`config.mk`:
```
export PLATFORM = sky130hd
export DESIGN_NAME = lru_replacement_policy_flat
export DESIGN_NICKNAME = d
export VERILOG_FILES = /design/src/hw/rtl/lru_pkg.sv /design/src/hw/rtl/lru_if.sv /design/src/hw/rtl/lru_replacement_policy.sv /design/src/hw/rtl/lru_rank_table.sv /design/src/flat_wrapper.sv
export SDC_FILE = /design/constraint.sdc
export NUM_CORES = 1
export LEC_CHECK = 0
export BUFFER_PORTS_ARGS = -buffer_cell sky130_fd_sc_hd__buf_2
export CAP_MARGIN = 5
export CORE_MARGIN = 2
export CORE_UTILIZATION = 55
export CTS_CLUSTER_SIZE = 24
export DETAILED_ROUTE_END_ITERATION = 10
export GPL_ROUTABILITY_DRIVEN = 0
export PLACE_DENSITY = 0.72
export SETUP_SLACK_MARGIN = 0.3
export SYNTH_ARGS = -nofsm -noshare
export SYNTH_HDL_FRONTEND = slang
export SYNTH_SLANG_ARGS = --single-unit
```
`constraint.sdc`:
```
create_clock -name clk -period 5.9 [get_ports clk]
set_clock_uncertainty 0.05 [all_clocks]
set_input_delay 1.18 -clock clk [delete_from_list [all_inputs] [get_ports clk]]
set_output_delay 1.18 -clock clk [all_outputs]
set_load 0.005 [all_outputs]
```
`src/hw/rtl/lru_pkg.sv`:
```
// ----------------------------------------------------------------------------
// lru_pkg
// Shared types and codes for the true-LRU replacement block.
// ----------------------------------------------------------------------------
package lru_pkg;

  // fixed payload widths of the channels
  localparam int unsigned BLOCK_IDX_W = 3;
  localparam int unsigned MODE_W      = 2;

  // access modes
  typedef enum logic [MODE_W-1:0] {
    MODE_TOUCH      = 2'd0,
    MODE_REPLACE    = 2'd1,
    MODE_INVALIDATE = 2'd2,
    MODE_NONE       = 2'd3
  } mode_t;

  // command from the item register to the rank table
  typedef struct packed {
    logic                   touch_en;
    logic                   replace_en;
    logic                   clear_en;
    logic [BLOCK_IDX_W-1:0] block_index;
  } lru_cmd_t;

  // replacement answer from the rank table
  typedef struct packed {
    logic [BLOCK_IDX_W-1:0] victim_index;
    logic                   victim_was_free;
  } lru_res_t;

endpackage

```
`src/hw/rtl/lru_if.sv`:
```
// ----------------------------------------------------------------------------
// lru_if
// Valid/ready channels for access items and replacement results.
// ----------------------------------------------------------------------------
interface lru_in_if;
  import lru_pkg::*;

  logic                   valid;
  logic                   ready;
  logic [MODE_W-1:0]      mode;
  logic [BLOCK_IDX_W-1:0] block_index;

  modport source (output valid, output mode, output block_index, input ready);
  modport sink   (input valid, input mode, input block_index, output ready);
endinterface

interface lru_out_if;
  import lru_pkg::*;

  logic                   valid;
  logic                   ready;
  logic [BLOCK_IDX_W-1:0] victim_index;
  logic                   victim_was_free;

  modport source (output valid, output victim_index, output victim_was_free, input ready);
  modport sink   (input valid, input victim_index, input victim_was_free, output ready);
endinterface

```
`src/hw/rtl/lru_replacement_policy.sv`:
```
// ----------------------------------------------------------------------------
// lru_replacement_policy
// True least-recently-used order over NUM_BLOCKS cache blocks.
//
//   channel  dir  carries                           handshake
//   in_ch    in   mode, block_index                 valid/ready
//   out_ch   out  victim_index, victim_was_free     valid/ready
//
// One item per cycle while no replacement item waits. An item sits in the item
// register while the rank table updates and a replacement result is written to
// the result register; the result passes through the item register and then the
// result register before it can be taken. Reset (synchronous, active low) empties
// the order. A replacement item waits in the item register while the result
// register holds an untaken result; touch and invalidate items never wait.
// ----------------------------------------------------------------------------
module lru_replacement_policy
  import lru_pkg::*;
#(
  parameter int unsigned NUM_BLOCKS = 8
) (
  input  logic       clk,
  input  logic       rst_n,
  lru_in_if.sink     in_ch,
  lru_out_if.source  out_ch
);

  logic                   in_valid_r;
  logic [MODE_W-1:0]      in_mode_r;
  logic [BLOCK_IDX_W-1:0] in_idx_r;
  logic                   out_valid_r;
  lru_res_t               out_res_r;

  logic     is_replace;
  logic     go;
  lru_cmd_t cmd;
  lru_res_t res;

  // held item may proceed unless it needs a result slot that is still full and not being taken
  assign is_replace = (in_mode_r == MODE_REPLACE);
  assign go         = in_valid_r && (!is_replace || !out_valid_r || out_ch.ready);
  assign in_ch.ready = !in_valid_r || go;

  assign cmd.touch_en    = go && (in_mode_r == MODE_TOUCH);
  assign cmd.replace_en  = go && is_replace;
  assign cmd.clear_en    = go && (in_mode_r == MODE_INVALIDATE);
  assign cmd.block_index = in_idx_r;

  lru_rank_table #(
    .NUM_BLOCKS(NUM_BLOCKS)
  ) u_rank_table (
    .clk   (clk),
    .rst_n (rst_n),
    .cmd   (cmd),
    .res   (res)
  );

  // item register
  always_ff @(posedge clk) begin
    if (!rst_n) begin
      in_valid_r <= 1'b0;
    end else if (in_ch.ready) begin
      in_valid_r <= in_ch.valid;
    end
  end

  always_ff @(posedge clk) begin
    if (in_ch.ready && in_ch.valid) begin
      in_mode_r <= in_ch.mode;
      in_idx_r  <= in_ch.block_index;
    end
  end

  // result register
  always_ff @(posedge clk) begin
    if (!rst_n) begin
      out_valid_r <= 1'b0;
    end else if (cmd.replace_en) begin
      out_valid_r <= 1'b1;
    end else if (out_ch.ready) begin
      out_valid_r <= 1'b0;
    end
  end

  always_ff @(posedge clk) begin
    if (cmd.replace_en) begin
      out_res_r <= res;
    end
  end

  assign out_ch.valid           = out_valid_r;
  assign out_ch.victim_index    = out_res_r.victim_index;
  assign out_ch.victim_was_free = out_res_r.victim_was_free;

endmodule

```
`src/hw/rtl/lru_rank_table.sv`:
```
// ----------------------------------------------------------------------------
// lru_rank_table
// Recency ranks, membership bits and fill count, with a registered update
// built from parallel rank compares.
// ----------------------------------------------------------------------------
module lru_rank_table
  import lru_pkg::*;
#(
  parameter int unsigned NUM_BLOCKS = 8
) (
  input  logic     clk,
  input  logic     rst_n,
  input  lru_cmd_t cmd,
  output lru_res_t res
);

  localparam int unsigned IDX_W  = (NUM_BLOCKS > 1) ? $clog2(NUM_BLOCKS) : 1;
  localparam int unsigned RANK_W = IDX_W;
  localparam int unsigned CNT_W  = $clog2(NUM_BLOCKS + 1);
  localparam int unsigned EXT_W  = IDX_W + BLOCK_IDX_W;

  logic [RANK_W-1:0] rank_r     [NUM_BLOCKS];
  logic [RANK_W-1:0] rank_nxt   [NUM_BLOCKS];
  logic [NUM_BLOCKS-1:0] in_order_r, in_order_nxt;
  logic [CNT_W-1:0]  used_count_r, used_count_nxt;

  logic              full;
  logic [IDX_W-1:0]  pick_free, pick_lru, pick;
  logic [EXT_W-1:0]  idx_ext, pick_ext;
  logic              idx_in_range;
  logic              upd_en;
  logic [IDX_W-1:0]  target;
  logic [RANK_W-1:0] target_rank;

  // touch index widened so the range check holds for any block count
  assign idx_ext      = {{IDX_W{1'b0}}, cmd.block_index};
  assign idx_in_range = (idx_ext < EXT_W'(NUM_BLOCKS));

  assign full = (used_count_r == CNT_W'(NUM_BLOCKS));

  // lowest-numbered block outside the order
  always_comb begin
    pick_free = '0;
    for (int j = NUM_BLOCKS - 1; j >= 0; j--) begin
      if (!in_order_r[j]) pick_free = IDX_W'(j);
    end
  end

  // least recent block, only meaningful when the order is full
  always_comb begin
    pick_lru = '0;
    for (int j = 0; j < NUM_BLOCKS; j++) begin
      if (in_order_r[j] && (rank_r[j] == '0)) pick_lru = IDX_W'(j);
    end
  end

  assign pick = full ? pick_lru : pick_free;

  // result: low bits of the chosen block number
  assign pick_ext            = {{BLOCK_IDX_W{1'b0}}, pick};
  assign res.victim_index    = pick_ext[BLOCK_IDX_W-1:0];
  assign res.victim_was_free = !full;

  // block to promote to most recent
  assign upd_en      = cmd.replace_en || (cmd.touch_en && idx_in_range);
  assign target      = cmd.replace_en ? pick : idx_ext[IDX_W-1:0];
  assign target_rank = rank_r[target];

  // next order: clear, or close gap above old rank and put target on top
  always_comb begin
    for (int j = 0; j < NUM_BLOCKS; j++) rank_nxt[j] = rank_r[j];
    in_order_nxt   = in_order_r;
    used_count_nxt = used_count_r;
    if (cmd.clear_en) begin
      for (int j = 0; j < NUM_BLOCKS; j++) rank_nxt[j] = '0;
      in_order_nxt   = '0;
      used_count_nxt = '0;
    end else if (upd_en) begin
      if (in_order_r[target]) begin
        for (int j = 0; j < NUM_BLOCKS; j++) begin
          if (in_order_r[j] && (rank_r[j] > target_rank)) rank_nxt[j] = rank_r[j] - 1'b1;
        end
        rank_nxt[target] = RANK_W'(used_count_r - 1'b1);
      end else begin
        rank_nxt[target]     = RANK_W'(used_count_r);
        in_order_nxt[target] = 1'b1;
        used_count_nxt       = used_count_r + 1'b1;
      end
    end
  end

  // state registers
  always_ff @(posedge clk) begin
    if (!rst_n) begin
      for (int j = 0; j < NUM_BLOCKS; j++) rank_r[j] <= '0;
      in_order_r   <= '0;
      used_count_r <= '0;
    end else begin
      for (int j = 0; j < NUM_BLOCKS; j++) rank_r[j] <= rank_nxt[j];
      in_order_r   <= in_order_nxt;
      used_count_r <= used_count_nxt;
    end
  end

endmodule
```
`src/flat_wrapper.sv`:
```
// flat-port wrapper written by rule: the top's interface ports become plain ports
module lru_replacement_policy_flat import lru_pkg::*;
#(
  parameter int unsigned NUM_BLOCKS = 8
)
  (clk, rst_n, in_ch_valid, in_ch_mode, in_ch_block_index, in_ch_ready, out_ch_valid, out_ch_victim_index, out_ch_victim_was_free, out_ch_ready);
  lru_in_if in_ch_i ();
  lru_out_if out_ch_i ();
  input  logic clk;
  input  logic rst_n;
  input wire logic [$bits(in_ch_i.valid)-1:0] in_ch_valid;
  input wire logic [$bits(in_ch_i.mode)-1:0] in_ch_mode;
  input wire logic [$bits(in_ch_i.block_index)-1:0] in_ch_block_index;
  output wire logic [$bits(in_ch_i.ready)-1:0] in_ch_ready;
  output wire logic [$bits(out_ch_i.valid)-1:0] out_ch_valid;
  output wire logic [$bits(out_ch_i.victim_index)-1:0] out_ch_victim_index;
  output wire logic [$bits(out_ch_i.victim_was_free)-1:0] out_ch_victim_was_free;
  input wire logic [$bits(out_ch_i.ready)-1:0] out_ch_ready;
  assign in_ch_i.valid = in_ch_valid;
  assign in_ch_i.mode = in_ch_mode;
  assign in_ch_i.block_index = in_ch_block_index;
  assign in_ch_ready = in_ch_i.ready;
  assign out_ch_valid = out_ch_i.valid;
  assign out_ch_victim_index = out_ch_i.victim_index;
  assign out_ch_victim_was_free = out_ch_i.victim_was_free;
  assign out_ch_i.ready = out_ch_ready;
  lru_replacement_policy #(.NUM_BLOCKS(NUM_BLOCKS)) u_core (.clk(clk), .rst_n(rst_n), .in_ch(in_ch_i), .out_ch(out_ch_i));
endmodule
```
==> reports/qor.yml <==
final_layout_size_suffix_gt1_frac: 0.109
fmax_mhz: 202
cts_resized: 0
reg2reg_setup_slack_ns: 0.98
final_max_slew_viol_count: 0
synthDistinctLibCells: 70
port-buffer-count: 14
ctsRootBufferMaster: "clkbuf_8"
dpl_cell_area_um2: 3890
yosysTopAreaCellShare: 0.203
crit_type: "in2reg"
reg2reg_depth: 19
synthCells: 461
ys_seq_area_frac: 0.276
path_buf_inv: 3
p_per_area_nw_per_um2: 193
cp_max_fo: 15
holdBufCountCts: 0
ys_top_cells_by_count: "nand2_1 (66), nor2_1 (51), dfxtp_1 (38), ha_1 (33), inv_1 (29)"
grt_max_degree: 22
hold_viol: 0
regArea_um2: 1030
final_nets: 516
insertion_delay_ns: 0.31
synthesis.nets: 503
avgRoutedWirePerCell_um: 19.0
maxSlewHeadroom: 0.465
syn_area_um2: 3740
clkTransAtPathRegs_ns: 0.09
core_area_um2: 6680
grt_pass1_wl_mm: 17.5
tightest_slew_ns: 0.803
overflow: 0
die_width_um: 86.4
path_depth: 18
ys_ff_latch: 47
n_fill_cell: 619
ys_top_cells_by_area: "dfxtp_1 (20%), ha_1 (11%), edfxtp_1 (7.2%)"
cts_max_path_buffers: 2
cp_common_cell: "nand2_1"
vias_per_cell: 6.58
status: "finished, final reports clean"
yosysMostFrequentCell: "nand2_1"
cts_tree: "yes"
crit_arrival_ns: 5.12
rsz0062_at_grt: "false"
cts_buffers: 5
via_count: 3654
dpl.hpwl_mm: 7.83
avgSynthCellArea_um2: 8.11
die_h_um: 86.4
start_util: 0.560
setup_viol_count_final: 0
fin_util: 0.599
drc: 0
pin_count: 15
clock_sinks: 47
power_w: 0.000772
min_path_cells: 2
yosysWarnings: 0
htree_levels: 2
max_cap_violations: 0
cp_slowest_cell: "a2111oi_0"
path_cells: "buf_2 -> nand2b_1 -> nand2b_1 -> inv_1 -> nand2_1 -> o32ai_2 -> buf_4 -> nand3_1 -> o22ai_1 -> nor2_1 -> nand2_1 -> ha_1 -> nand2_1 -> a221oi_1 -> nor3_1 -> a2111oi_0 -> mux2_2 -> a211oi_1"
routed_wl_mm: 10.5
final_area_um2: 4000
regToRegStartpoint: "u_core.u_rank_table.used_count_r[0]$_SDFFE_PP0P_"
antenna_found_initial: 0
dieArea_um2: 7470
drt_iter0_drc: 300
fin_crit_ns: 4.95
ir_drop_mv: 0.0934
postCtsSetupBuffers: 0
async_reset_ff_frac: 0
crit_end: "u_core.u_rank_table.rank_r[6][2]$_SDFFE_PP0P_"
r2r-end: "u_core.u_rank_table.rank_r[4][2]$_SDFFE_PP0P_"
synth_ff_type: "dfxtp_1"
cp-startpoint: "out_ch_ready"
insertedDiodeCount: 0
cp-start-kind: "input port"
max_stage_delay_ns: 0.41
track_usage: 0.297
multi_input_area_um2: 2510
hold_class: "reg2reg"
rows: 30
crit_required_ns: 6.07
final.setup.tns_ns: 0
synth_edf_count: 9
grt_pass1_vias: 3501
leakagePower_nw: 1.44
synth_top_area_cell: "dfxtp_1"
dr.pass1.iters: 6
critical-path-top-delay-family: "compound AO/OA/AOI/OAI gates"
period_share: 0.839
syn_to_final_growth_pct: 6.99
drtAntennaViolNets: 0
end_kind: "flip-flop"
-- registers in the layout (all words and copies together) (netlist names) --
| name | flops |
|---|---|
| u_core.out_ch.victim_index | 3 |
| u_core.out_ch.valid | 1 |
| u_core.out_ch.victim_was_free | 1 |
| u_core.in_valid_r | 1 |
| u_core.u_rank_table.in_order_r | 8 |
| u_core.u_rank_table.rank_r | 24 |
| u_core.in_idx_r | 3 |
| u_core.u_rank_table.used_count_r | 4 |
| u_core.in_mode_r | 2 |
-- placed cells by master, fill, tap and decap left out, drive strengths merged, types with 11 or more instances in the layout --
cell    count
dfxtp      38
buf        23
inv        30
xnor2      11
nor2       52
nand2      66
o211ai     11
a21oi      24
ha         33
-- how the worst min path moves through the flow --
stage,startpoint,to,slack (ns)
CTS,u_core.u_rank_table.rank_r[7][0]$_SDFFE_PP0P_,u_core.u_rank_table.rank_r[7][0]$_SDFFE_PP0P_,0.48
finish,u_core.u_rank_table.used_count_r[3]$_SDFFE_PP0P_,u_core.u_rank_table.used_count_r[3]$_SDFFE_PP0P_,0.47
global placement,u_core.u_rank_table.used_count_r[3]$_SDFFE_PP0P_,u_core.u_rank_table.used_count_r[3]$_SDFFE_PP0P_,0.44
detailed placement,u_core.u_rank_table.used_count_r[3]$_SDFFE_PP0P_,u_core.u_rank_table.used_count_r[3]$_SDFFE_PP0P_,0.45
floorplan,u_core.u_rank_table.rank_r[7][0]$_SDFFE_PP0P_,u_core.u_rank_table.rank_r[7][0]$_SDFFE_PP0P_,0.42
global route,u_core.u_rank_table.rank_r[7][0]$_SDFFE_PP0P_,u_core.u_rank_table.rank_r[7][0]$_SDFFE_PP0P_,0.52
-- worst register-to-register path: cells and delay by family, from the launching register on --
family	cells	cell delay (ns)
DFF	1	0.35
buffers and inverters	4	0.58
AOI/OAI and AO/OA	8	2.22
and+or+nand+nor	5	1.27
adders and majority gates	2	0.35
-- cell families after synthesis --
logic type | synth area share
compound gates | 0.278
xor+xnor | 0.0325
fa+ha+maj | 0.110
buf+inv | 0.0542
flops | 0.276
mux | 0.0218
simple gates | 0.228
-- metal layers --
metal | track usage | share of wire | vias to the layer above
met4 | 0.0994 | 0.032 | 0
li1 | - | - | 1734
met5 | 0 | 0 | -
met3 | 0.0638 | 0.072 | 38
met2 | 0.485 | 0.45 | 181
met1 | 0.389 | 0.44 | 1701
-- metrics by stage --
step,instances,hold WS [ns],setup slack (ns)
after floorplan,461,0.418,0.984
after global placement,547,0.441,0.824
after detailed placement,547,0.453,0.701
after CTS,555,0.479,1.03
after global routing,555,0.522,0.561
final,555,0.474,0.949
-- area by class of cell --
cell class              instances  area share
multi-input cells             367       0.627
inverters                      30      0.0282
clock inverters                 2     0.00938
flip-flops and latches         47       0.258
repair buffers                 23      0.0344
clock buffers                   6      0.0181
well taps                      80      0.0250
-- report_power, final --
part	internal (W)	switching, W	leakage [nW]	total (W)
clock network	0.000127	0.000117	0.0514	0.000244
registers	0.000334	0.00000820	0.388	0.000342
logic	0.0000690	0.000118	0.997	0.000187
total	0.000529	0.000243	1.44	0.000772
(Power assumes the default switching activity.)
